## config.mk

```make
export PLATFORM = sky130hd
export DESIGN_NAME = splitmix64_range_generator
export DESIGN_NICKNAME = d
export VERILOG_FILES = /design/src/design/sm64_pkg.sv /design/src/design/sm64_mul.sv /design/src/design/sm64_mod.sv /design/src/design/splitmix64_range_generator.sv
export SDC_FILE = /design/constraint.sdc
export NUM_CORES = 2
export LEC_CHECK = 0
export ABC_CLOCK_PERIOD_IN_PS = 9400
export BUFFER_PORTS_ARGS = -buffer_cell sky130_fd_sc_hd__buf_4
export CAP_MARGIN = 5
export CORE_MARGIN = 8
export CORE_UTILIZATION = 50
export CTS_CLUSTER_SIZE = 24
export DETAILED_ROUTE_END_ITERATION = 12
export GPL_TIMING_DRIVEN = 0
export PLACE_DENSITY = 0.65
export SYNTH_ARGS = -nofsm -noshare
export SYNTH_HDL_FRONTEND = slang
export SYNTH_HIERARCHICAL = 1
export SYNTH_SLANG_ARGS = --single-unit
```

## constraint.sdc

```tcl
create_clock -name aclk -period 9.4 [get_ports aclk]
set_input_delay 0.47 -clock aclk [delete_from_list [all_inputs] [get_ports aclk]]
set_output_delay 0.47 -clock aclk [all_outputs]
set_load 0.05 [all_outputs]
```

## src/design/sm64_pkg.sv

```systemverilog
// ----------------------------------------------------------------------------
// SplitMix64 range generator package
// Shared widths, constants and action codes for the generator and its
// digit-serial arithmetic units.
// ----------------------------------------------------------------------------
package sm64_pkg;

    localparam int WORD_W     = 64;
    localparam int BOUND_W    = 32;
    localparam int SPAN_W     = BOUND_W + 1;
    localparam int UNIT_W     = 53;
    localparam int UNIT_SHIFT = WORD_W - UNIT_W;
    localparam int ACTION_W   = 2;

    localparam int MUL_DIGIT_W = 16;
    localparam int MUL_STEPS   = WORD_W / MUL_DIGIT_W;
    localparam int MUL_CNT_W   = $clog2(MUL_STEPS);
    localparam int MOD_CNT_W   = $clog2(WORD_W);

    localparam logic [WORD_W-1:0] GOLDEN_GAMMA = 64'h9E37_79B9_7F4A_7C15;
    localparam logic [WORD_W-1:0] MIX_MUL_A    = 64'hBF58_476D_1CE4_E5B9;
    localparam logic [WORD_W-1:0] MIX_MUL_B    = 64'h94D0_49BB_1331_11EB;

    localparam int MIX_SHIFT_A = 30;
    localparam int MIX_SHIFT_B = 27;
    localparam int MIX_SHIFT_C = 31;

    typedef enum logic [ACTION_W-1:0] {
        ACT_RAW   = 2'd0,
        ACT_UNIT  = 2'd1,
        ACT_RANGE = 2'd2,
        ACT_NONE  = 2'd3
    } action_t;

endpackage

```

## src/design/sm64_mul.sv

```systemverilog
// ----------------------------------------------------------------------------
// SplitMix64 digit-serial multiplier
// Forms the low 64 bits of a 64-by-64 product, one 16-bit digit of the
// second operand per cycle.
// ----------------------------------------------------------------------------
module sm64_mul (
    input  logic                          aclk,
    input  logic                          aresetn,
    input  logic                          start,
    input  logic [sm64_pkg::WORD_W-1:0]   op_a,
    input  logic [sm64_pkg::WORD_W-1:0]   op_b,
    output logic                          done,
    output logic [sm64_pkg::WORD_W-1:0]   product
);
    import sm64_pkg::*;

    logic [WORD_W-1:0]                 a_reg, a_next;
    logic [WORD_W-1:0]                 b_reg, b_next;
    logic [WORD_W-1:0]                 acc_reg, acc_next;
    logic [MUL_CNT_W-1:0]              cnt_reg, cnt_next;
    logic                              busy_reg, busy_next;
    logic                              done_reg, done_next;
    logic [WORD_W+MUL_DIGIT_W-1:0]     partial;

    assign partial = a_reg * b_reg[MUL_DIGIT_W-1:0];

    always_comb begin
        a_next    = a_reg;
        b_next    = b_reg;
        acc_next  = acc_reg;
        cnt_next  = cnt_reg;
        busy_next = busy_reg;
        done_next = 1'b0;
        if (start) begin
            a_next    = op_a;
            b_next    = op_b;
            acc_next  = '0;
            cnt_next  = '0;
            busy_next = 1'b1;
        end else if (busy_reg) begin
            acc_next = acc_reg + partial[WORD_W-1:0];
            a_next   = a_reg << MUL_DIGIT_W;
            b_next   = b_reg >> MUL_DIGIT_W;
            cnt_next = cnt_reg + 1'b1;
            if (cnt_reg == MUL_CNT_W'(MUL_STEPS - 1)) begin
                busy_next = 1'b0;
                done_next = 1'b1;
            end
        end
    end

    always_ff @(posedge aclk) begin
        if (!aresetn) begin
            busy_reg <= 1'b0;
            done_reg <= 1'b0;
            cnt_reg  <= '0;
        end else begin
            busy_reg <= busy_next;
            done_reg <= done_next;
            cnt_reg  <= cnt_next;
        end
        a_reg   <= a_next;
        b_reg   <= b_next;
        acc_reg <= acc_next;
    end

    assign done    = done_reg;
    assign product = acc_reg;

endmodule

```

## src/design/sm64_mod.sv

```systemverilog
// ----------------------------------------------------------------------------
// SplitMix64 bit-serial remainder unit
// Restoring remainder of a 64-bit dividend by a 33-bit divisor, one
// dividend bit per cycle.
// ----------------------------------------------------------------------------
module sm64_mod (
    input  logic                          aclk,
    input  logic                          aresetn,
    input  logic                          start,
    input  logic [sm64_pkg::WORD_W-1:0]   dividend,
    input  logic [sm64_pkg::SPAN_W-1:0]   divisor,
    output logic                          done,
    output logic [sm64_pkg::SPAN_W-1:0]   remainder
);
    import sm64_pkg::*;

    logic [WORD_W-1:0]    dvd_reg, dvd_next;
    logic [SPAN_W-1:0]    div_reg, div_next;
    logic [SPAN_W-1:0]    rem_reg, rem_next;
    logic [MOD_CNT_W-1:0] cnt_reg, cnt_next;
    logic                 busy_reg, busy_next;
    logic                 done_reg, done_next;
    logic [SPAN_W:0]      trial;
    logic [SPAN_W:0]      diff;

    assign trial = {rem_reg, dvd_reg[WORD_W-1]};
    assign diff  = trial - {1'b0, div_reg};

    always_comb begin
        dvd_next  = dvd_reg;
        div_next  = div_reg;
        rem_next  = rem_reg;
        cnt_next  = cnt_reg;
        busy_next = busy_reg;
        done_next = 1'b0;
        if (start) begin
            dvd_next  = dividend;
            div_next  = divisor;
            rem_next  = '0;
            cnt_next  = '0;
            busy_next = 1'b1;
        end else if (busy_reg) begin
            dvd_next = dvd_reg << 1;
            if (trial >= {1'b0, div_reg}) begin
                rem_next = diff[SPAN_W-1:0];
            end else begin
                rem_next = trial[SPAN_W-1:0];
            end
            cnt_next = cnt_reg + 1'b1;
            if (cnt_reg == MOD_CNT_W'(WORD_W - 1)) begin
                busy_next = 1'b0;
                done_next = 1'b1;
            end
        end
    end

    always_ff @(posedge aclk) begin
        if (!aresetn) begin
            busy_reg <= 1'b0;
            done_reg <= 1'b0;
            cnt_reg  <= '0;
        end else begin
            busy_reg <= busy_next;
            done_reg <= done_next;
            cnt_reg  <= cnt_next;
        end
        dvd_reg <= dvd_next;
        div_reg <= div_next;
        rem_reg <= rem_next;
    end

    assign done      = done_reg;
    assign remainder = rem_reg;

endmodule

```

## src/design/splitmix64_range_generator.sv

```systemverilog
// ----------------------------------------------------------------------------
// SplitMix64 range generator
// SplitMix64 generator with raw, unit-fraction and bounded-range draws.
// ----------------------------------------------------------------------------
// The block takes one request at a time. A raw or unit draw makes two passes
// through the shared 16-bit-digit multiplier (each one load step and four
// digit steps), then takes the product and loads the output register. A
// range draw adds the bit-serial remainder (one load step and 64 dividend
// bits) before the load. A range draw with an empty range and the unused
// action code go straight to the load step without advancing the counter.
// A new request is taken while the previous result still waits in the
// output register, and a result waits in its load step for as long as the
// output register stays full. Writing the seed reloads the counter with the
// seed plus the golden gamma; write it only while no request is in flight.
module splitmix64_range_generator (
    input  logic                                aclk,
    input  logic                                aresetn,
    input  logic                                cfg_valid,
    output logic                                cfg_ready,
    input  logic [sm64_pkg::WORD_W-1:0]         cfg_data,
    input  logic                                s_valid,
    output logic                                s_ready,
    input  logic [sm64_pkg::ACTION_W-1:0]       s_action,
    input  logic signed [sm64_pkg::BOUND_W-1:0] s_range_low,
    input  logic signed [sm64_pkg::BOUND_W-1:0] s_range_high,
    output logic                                m_valid,
    input  logic                                m_ready,
    output logic [sm64_pkg::WORD_W-1:0]         m_raw_value,
    output logic [sm64_pkg::UNIT_W-1:0]         m_unit_fraction,
    output logic signed [sm64_pkg::BOUND_W-1:0] m_range_value
);
    import sm64_pkg::*;

    typedef enum logic [4:0] {
        S_IDLE = 5'b00001,
        S_MUL1 = 5'b00010,
        S_MUL2 = 5'b00100,
        S_MOD  = 5'b01000,
        S_LOAD = 5'b10000
    } state_t;

    state_t               state_reg, state_next;
    logic [WORD_W-1:0]    counter_reg, counter_next;
    action_t              action_reg, action_next;
    logic [BOUND_W-1:0]   lo_reg, lo_next;
    logic [SPAN_W-1:0]    span_reg, span_next;
    logic [WORD_W-1:0]    res_raw_reg, res_raw_next;
    logic [BOUND_W-1:0]   res_rng_reg, res_rng_next;
    logic                 m_valid_reg, m_valid_next;
    logic [WORD_W-1:0]    m_raw_reg, m_raw_next;
    logic [UNIT_W-1:0]    m_unit_reg, m_unit_next;
    logic [BOUND_W-1:0]   m_rng_reg, m_rng_next;

    action_t              in_action;
    logic                 in_draw;
    logic [WORD_W-1:0]    cnt_adv;
    logic [SPAN_W-1:0]    in_span;
    logic [WORD_W-1:0]    mixed;

    logic                 mul_start;
    logic [WORD_W-1:0]    mul_a;
    logic [WORD_W-1:0]    mul_b;
    logic                 mul_done;
    logic [WORD_W-1:0]    mul_p;
    logic                 mod_start;
    logic                 mod_done;
    logic [SPAN_W-1:0]    mod_rem;

    sm64_mul u_mul (
        .aclk    (aclk),
        .aresetn (aresetn),
        .start   (mul_start),
        .op_a    (mul_a),
        .op_b    (mul_b),
        .done    (mul_done),
        .product (mul_p)
    );

    sm64_mod u_mod (
        .aclk      (aclk),
        .aresetn   (aresetn),
        .start     (mod_start),
        .dividend  (mixed),
        .divisor   (span_reg),
        .done      (mod_done),
        .remainder (mod_rem)
    );

    assign in_action = action_t'(s_action);
    assign cnt_adv   = counter_reg + GOLDEN_GAMMA;
    assign in_span   = {s_range_high[BOUND_W-1], s_range_high}
                     - {s_range_low[BOUND_W-1], s_range_low} + SPAN_W'(1);
    assign mixed     = mul_p ^ (mul_p >> MIX_SHIFT_C);

    always_comb begin
        in_draw = 1'b0;
        if (in_action inside {ACT_RAW, ACT_UNIT}) begin
            in_draw = 1'b1;
        end else if (in_action == ACT_RANGE) begin
            in_draw = (s_range_high > s_range_low);
        end
    end

    always_comb begin
        state_next   = state_reg;
        counter_next = counter_reg;
        action_next  = action_reg;
        lo_next      = lo_reg;
        span_next    = span_reg;
        res_raw_next = res_raw_reg;
        res_rng_next = res_rng_reg;
        m_valid_next = m_valid_reg & ~m_ready;
        m_raw_next   = m_raw_reg;
        m_unit_next  = m_unit_reg;
        m_rng_next   = m_rng_reg;
        mul_start    = 1'b0;
        mul_a        = cnt_adv ^ (cnt_adv >> MIX_SHIFT_A);
        mul_b        = MIX_MUL_A;
        mod_start    = 1'b0;

        case (state_reg)
            S_IDLE: begin
                if (s_valid) begin
                    action_next = in_action;
                    lo_next     = s_range_low;
                    span_next   = in_span;
                    if (in_draw) begin
                        counter_next = cnt_adv;
                        mul_start    = 1'b1;
                        state_next   = S_MUL1;
                    end else begin
                        res_raw_next = '0;
                        res_rng_next = (in_action == ACT_RANGE) ? s_range_low : '0;
                        state_next   = S_LOAD;
                    end
                end
            end
            S_MUL1: begin
                mul_a = mul_p ^ (mul_p >> MIX_SHIFT_B);
                mul_b = MIX_MUL_B;
                if (mul_done) begin
                    mul_start  = 1'b1;
                    state_next = S_MUL2;
                end
            end
            S_MUL2: begin
                if (mul_done) begin
                    res_raw_next = mixed;
                    res_rng_next = '0;
                    if (action_reg == ACT_RANGE) begin
                        mod_start  = 1'b1;
                        state_next = S_MOD;
                    end else begin
                        state_next = S_LOAD;
                    end
                end
            end
            S_MOD: begin
                if (mod_done) begin
                    res_rng_next = lo_reg + mod_rem[BOUND_W-1:0];
                    state_next   = S_LOAD;
                end
            end
            S_LOAD: begin
                if (!m_valid_reg || m_ready) begin
                    m_valid_next = 1'b1;
                    m_raw_next   = res_raw_reg;
                    m_unit_next  = (action_reg == ACT_UNIT) ?
                                   res_raw_reg[WORD_W-1:UNIT_SHIFT] : '0;
                    m_rng_next   = res_rng_reg;
                    state_next   = S_IDLE;
                end
            end
            default: begin
                state_next = S_IDLE;
            end
        endcase

        if (cfg_valid) begin
            counter_next = cfg_data + GOLDEN_GAMMA;
        end
    end

    always_ff @(posedge aclk) begin
        if (!aresetn) begin
            state_reg   <= S_IDLE;
            counter_reg <= GOLDEN_GAMMA;
            m_valid_reg <= 1'b0;
        end else begin
            state_reg   <= state_next;
            counter_reg <= counter_next;
            m_valid_reg <= m_valid_next;
        end
        action_reg  <= action_next;
        lo_reg      <= lo_next;
        span_reg    <= span_next;
        res_raw_reg <= res_raw_next;
        res_rng_reg <= res_rng_next;
        m_raw_reg   <= m_raw_next;
        m_unit_reg  <= m_unit_next;
        m_rng_reg   <= m_rng_next;
    end

    assign cfg_ready       = 1'b1;
    assign s_ready         = (state_reg == S_IDLE);
    assign m_valid         = m_valid_reg;
    assign m_raw_value     = m_raw_reg;
    assign m_unit_fraction = m_unit_reg;
    assign m_range_value   = m_rng_reg;

    // The shared multiplier only finishes while a mixing pass waits for it.
    assert property (@(posedge aclk) disable iff (!aresetn)
        mul_done |-> (state_reg == S_MUL1 || state_reg == S_MUL2))
        else $error("multiplier finished outside a mixing state");

    // A finished remainder is always below the span it was taken against.
    assert property (@(posedge aclk) disable iff (!aresetn)
        mod_done |-> (state_reg == S_MOD && mod_rem < span_reg))
        else $error("remainder out of range or unexpected");

    // A request that does not draw leaves the counter untouched.
    assert property (@(posedge aclk) disable iff (!aresetn)
        (s_valid && s_ready && !in_draw && !cfg_valid) |=> $stable(counter_reg))
        else $error("counter advanced on a request without a draw");

    // A result transfer always returns the block to waiting for a request.
    assert property (@(posedge aclk) disable iff (!aresetn)
        (state_reg == S_LOAD && (!m_valid_reg || m_ready)) |=>
            (m_valid_reg && state_reg == S_IDLE))
        else $error("result load did not complete");

endmodule

```

---- Yosys cells after proc, flatten, opt, wreduce, memory -nomap -nowiden ----
Index checks and enable logic that the tools add are counted.
word-level totals
  bits in registers ....................... 716
  input bits .............................. 135
  output and inout port bits .............. 152
  logic and storage cells ................. 131
operators by class
  add/sub/neg operators ................... 9
  multipliers ............................. 1
  order comparisons ....................... 2
  eq/ne operators ......................... 17
  mux-type cells .......................... 50
  bitwise gates (word level) .............. 8
  reductions and logical operators ........ 21
operators with widths
  kind                    number
  $mux 64                 14
  $mux 32                 5
  $add 64x64->64 const B  2
  $pmux 64 s2             1
  $pmux 32 s3             1
  $add 64x64->64          1
  $mul 64x16->64          1
  $xor 64x33->64          1
  $xor 64x34->64          1
  $xor 64x37->64          1
  $mux 62                 1
  $mux 5                  7
  $ge 34x33->1            1
  $add 33x1->33 const B   1
  $mux 33                 1
  $sub 32x32->33          1
  $sub 33x33->33          1
  $add 32x32->32          1
  $gt 32x32->1            1
  $pmux 5 s5              1
  $mux 1                  18
  $reduce_bool 2->1       7
  $reduce_and 5->1        2
  $add 6x1->6 const B     1
  23 further kinds        36

---- Longest topological paths before layout ----
  word-level depth ........................ 7
  mapped depth ............................ 26
  mapped depth without buffers ............ 24

---- Cells and area by module ----
Netlist, hierarchy kept.
modules (own cells, without submodules)
  module                      instances  cells each  area an instance (µm²)  sequential area each (µm²)
  sm64_mul                    1          3944        36414.9                 5205.0
  splitmix64_range_generator  1          2161        22469.0                 10770.3
  sm64_mod                    1          667         7440.9                  3733.6

---- Least setup slack after synthesis ----
Ideal clock, no wire load.
  path type ............................... register -> register
  start point ............................. register state_reg[4]
  end point ............................... register u_mul.acc_reg[56] (netlist: u_mul/product[56])
  arrival time ............................ 7.643 ns
  required time ........................... 9.059 ns
  path slack .............................. 1.416 ns
  stages on the path, launching flop included .. 14
  path buffers ............................ 3
  period minus slack after synthesis ...... 7.984 ns
  path through ............................ dfxtp_1 > nor2_1 > and4bb_2 > nand2_1 > inv_1 > o2111a_1 > nor3_2 > buf_2 > nand2_1 > clkbuf_1 > nor2_1 > clkinv_1 > clkbuf_1 > o32ai_1
between the ends
  longest elaborated chain between the ends .. 2
  elaborated cells on any way between the ends .. 3
ends and longest elaborated chain
  what                    RTL line                           source
  from (decl)             splitmix64_range_generator.sv:42   state_t state_reg, state_next;
  from (signal assigned)  splitmix64_range_generator.sv:190  state_reg <= state_next;
  $eq 5x1->1              --
  named net s_ready       splitmix64_range_generator.sv:22   output logic s_ready,
  $pmux 1 s2              splitmix64_range_generator.sv:121  case (state_reg)
  named net mul_start     splitmix64_range_generator.sv:60   logic mul_start;
  to (signal assigned)    sm64_mul.sv:64                     acc_reg <= acc_next;
  to (decl)               sm64_mul.sv:19                     logic [WORD_W-1:0] acc_reg, acc_next;
The timed path passes the listed nets, and every way through them passes these cells.
A chain may end at the register's enable or synchronous reset.

---- Worst setup path after layout ----
  start point ............................. register u_mul.b_reg[5]
  end point ............................... register u_mul.acc_reg[61] (netlist: u_mul/product[61])
between the ends
  longest elaborated chain between the ends .. 2
ends and longest elaborated chain
  what                    RTL line        source
  from (decl)             sm64_mul.sv:18  logic [WORD_W-1:0] b_reg, b_next;
  from (signal assigned)  sm64_mul.sv:63  b_reg <= b_next;
  $mul 64x16->64          sm64_mul.sv:25  assign partial = a_reg * b_reg[MUL_DIGIT_W-1:0];
  $add 64x64->64          sm64_mul.sv:41  acc_next = acc_reg + partial[WORD_W-1:0];
Every way passes these cells.

==> metrics.cfg <==
[floorplan]
start_util = 0.504
coreArea_um2 = 132000
die_h_um = 380
dieArea_um2 = 145000
rows = 133
top_level_ports = 287
chipWidth_um = 380

[synthesis]
postSynthCellCount = 6772
synth.avg_cell_area_um2 = 9.79
syn_area_um2 = 66300
synthArstFlopShare = 0
ys_ff_latch = 716
ys_warn_count = 6
ys_types = 110
synth-main-ff-cell = edfxtp_1
synth_edf_count = 537
ys_seq_area_frac = 0.297

[critical_path]
rr_worst_depth = 25
arrival_ns = 9.60
cp-start-kind = flop
path_class = flop to flop
reg2reg_to = u_mul/product[61]$_SDFFE_PP0P_
worst_setup_path_end_kind = flop
critPathMaxFanout = 10
cp.required_ns = 9.91
reg2reg_from = u_mul/b_reg[5]$_DFFE_PP_
r2r_slack_ns = 0.31

[cells_and_area]
layout_commonest_cell = inv_1
final_nets = 8418
multi_input_area_um2 = 41100
drive_gt1_frac = 0.0949
fin_area_um2 = 74100
fillers = 11700
area_growth_pct = 11.7
regArea_um2 = 19700
layout_common_cells = 1175 x inv_1, 921 x nand2_1, 832 x fa_1, 537 x edfxtp_1, 417 x and2_1

[timing]
setup_slack_ns = 0.305
timing.final.crit_share = 0.968
slew-limit-headroom = 0.127
final-setup-viol-count = 0
post-route-min-period_ns = 9.09
slew_viol_final = 0
rsz0062_at_grt = false
fmax_ghz = 0.110
finalHoldViolations = 0
skew_ns = 0.0407
worst_pin_slew_ns = 1.31

[clocking]
h-tree-depth = 3
numCtsBuffers = 79
insertion_delay_ns = 0.70
cts_tree = done
cts.root.buffer_cell = clkbuf_16
clk_pin_slew_ns = 0.06
cts_sinks = 716
clock_path_buffers = 3

[global_route]
grt_pass1_vias = 51700
antenna_found_initial = 8
grt-ovfl-total = 0
grt_use_total = 0.303
grt_max_degree = 68
grt_first_pass_wirelength_um = 331000

[routing]
vias = 51000
wl_per_cell_um = 24.7
firstDrtPassIters = 7
ant_nets = 0
routed_wl_um = 224000
drt_iter0_drc = 4948
drc = 0
viasPerCell = 5.64

[min_path]
hold_start = s_range_low[17]
holdPathEnd = lo_reg[17]$_DFFE_PP_
holdPathStages = 1
min_path_type = input pin to flop

[placement]
io_buffers = 282
placed_cell_area_um2 = 71100
dp_hpwl_um = 176000
gp_congestion = 1.01
dpl_worst_slack_ns = 0.212

[outcome]
status = completed

[job]
cap_violations = 0

## per-stage QoR
stage               std cells   util  TNS [ns]  hold WS, ns
detailed placement       8858  0.540         0        0.405
global placement         8841  0.538   -587.63        0.402
CTS                      9037  0.562         0       0.0182
finish                   9052  0.563         0       0.0605
floorplan                6804      -         0        0.400
global route             9037  0.562         0       0.0315
## logic make-up after synthesis
kind of cell / Yosys count / synth area share
compound gates: 869 / 0.0896
flops: 716 / 0.297
buf+inv: 1495 / 0.0855
simple gates: 1971 / 0.139
fa+ha+maj: 1066 / 0.295
mux: 213 / 0.0352
xor+xnor: 440 / 0.0581
other cells: 2 / 0.000113
## timing repair
item                       in CTS  in global routing
setup buffers                   0                  0
hold endpoints to repair       33                  0
setup endpoints to repair       0                  5
gates resized for setup         0                 11
hold buffers                   33                  0
## worst max path at each step
| stage | slack (ns) | startpoint | cells past startpoint | end |
|---|---|---|---|---|
| after global placement | -4.05 | s_range_low[31] | 11 | res_rng_reg[22]$_DFFE_PP_ |
| after floorplan | 1.42 | state_reg[4]$_SDFFE_PN0P_ | 13 | u_mul/product[56]$_SDFFE_PP0P_ |
| after detailed placement | 0.21 | u_mul/b_reg[5]$_DFFE_PP_ | 25 | u_mul/product[61]$_SDFFE_PP0P_ |
| after global routing | 0.11 | u_mul/b_reg[5]$_DFFE_PP_ | 25 | u_mul/product[61]$_SDFFE_PP0P_ |
| final | 0.31 | u_mul/b_reg[5]$_DFFE_PP_ | 25 | u_mul/product[61]$_SDFFE_PP0P_ |
| after CTS | 0.18 | u_mul/b_reg[5]$_DFFE_PP_ | 25 | u_mul/product[61]$_SDFFE_PP0P_ |
## critical path, stage by stage, from the launching register on
cell and delay, ns:
edfxtp_1 0.86, clkbuf_1 0.61, clkbuf_2 0.62, nand2_1 0.15, fa_1 0.53, inv_1 0.05, fa_1 0.53, inv_1 0.05
fa_1 0.50, inv_1 0.05, fa_1 0.49, fa_1 0.56, inv_1 0.06, fa_1 0.57, inv_1 0.06, ha_1 0.38
a21oi_1 0.47, o21ai_0 0.28, a21oi_1 0.33, o21a_1 0.17, o22ai_1 0.09, a21oi_1 0.49, a31oi_1 0.34, a41oi_1 0.40
xor2_1 0.20, o22ai_1 0.09
## routing by layer
layer  share of wire  track usage  vias to the layer above
met5        0.000045            0                        -
met4           0.055        0.136                        2
met3            0.11       0.0880                      573
met2            0.44        0.468                     2568
met1            0.40        0.396                    25400
li1                -            -                    22400
## cell usage after synthesis (all sizes together), types with 14 or more instances
master  number  area [µm²]
a211o       16         149
a211oi      74         598
a21o       105         788
a21oi      251        1300
a31oi       30         203
and2       418        2620
and3        24         150
buf         38         203
clkbuf     279        1050
dfxtp      179        3580
edfxtp     537       16100
fa         832       16700
ha         234        2930
inv       1177        4420
mux2       163        1840
mux2i       50         500
nand2      922        3460
nand2b      31         194
nand3       49         245
nand4       43         269
nor2       323        1220
nor2b       22         138
nor3        48         255
nor4        17         125
o211ai      31         253
o21a        34         255
o21ai      150         758
o21bai      27         203
o22ai       22         150
o31ai       14         124
or2         20         125
or3         21         131
xnor2      229        2010
xor2       211        1850
## final cells by class
class,count,area share
Sequential cell,716,0.266
Antenna cell,15,0.000507
Buffer,316,0.0170
Timing Repair Buffer,333,0.0368
Clock buffer,99,0.0286
Multi-Input combinational cell,4593,0.555
Tap cell,1755,0.0296
Inverter,1178,0.0597
Clock inverter,47,0.00661
Power is left out: the tool's default activity adds up to more than one toggle a clock period on the data nets, which glitch-free logic cannot reach.
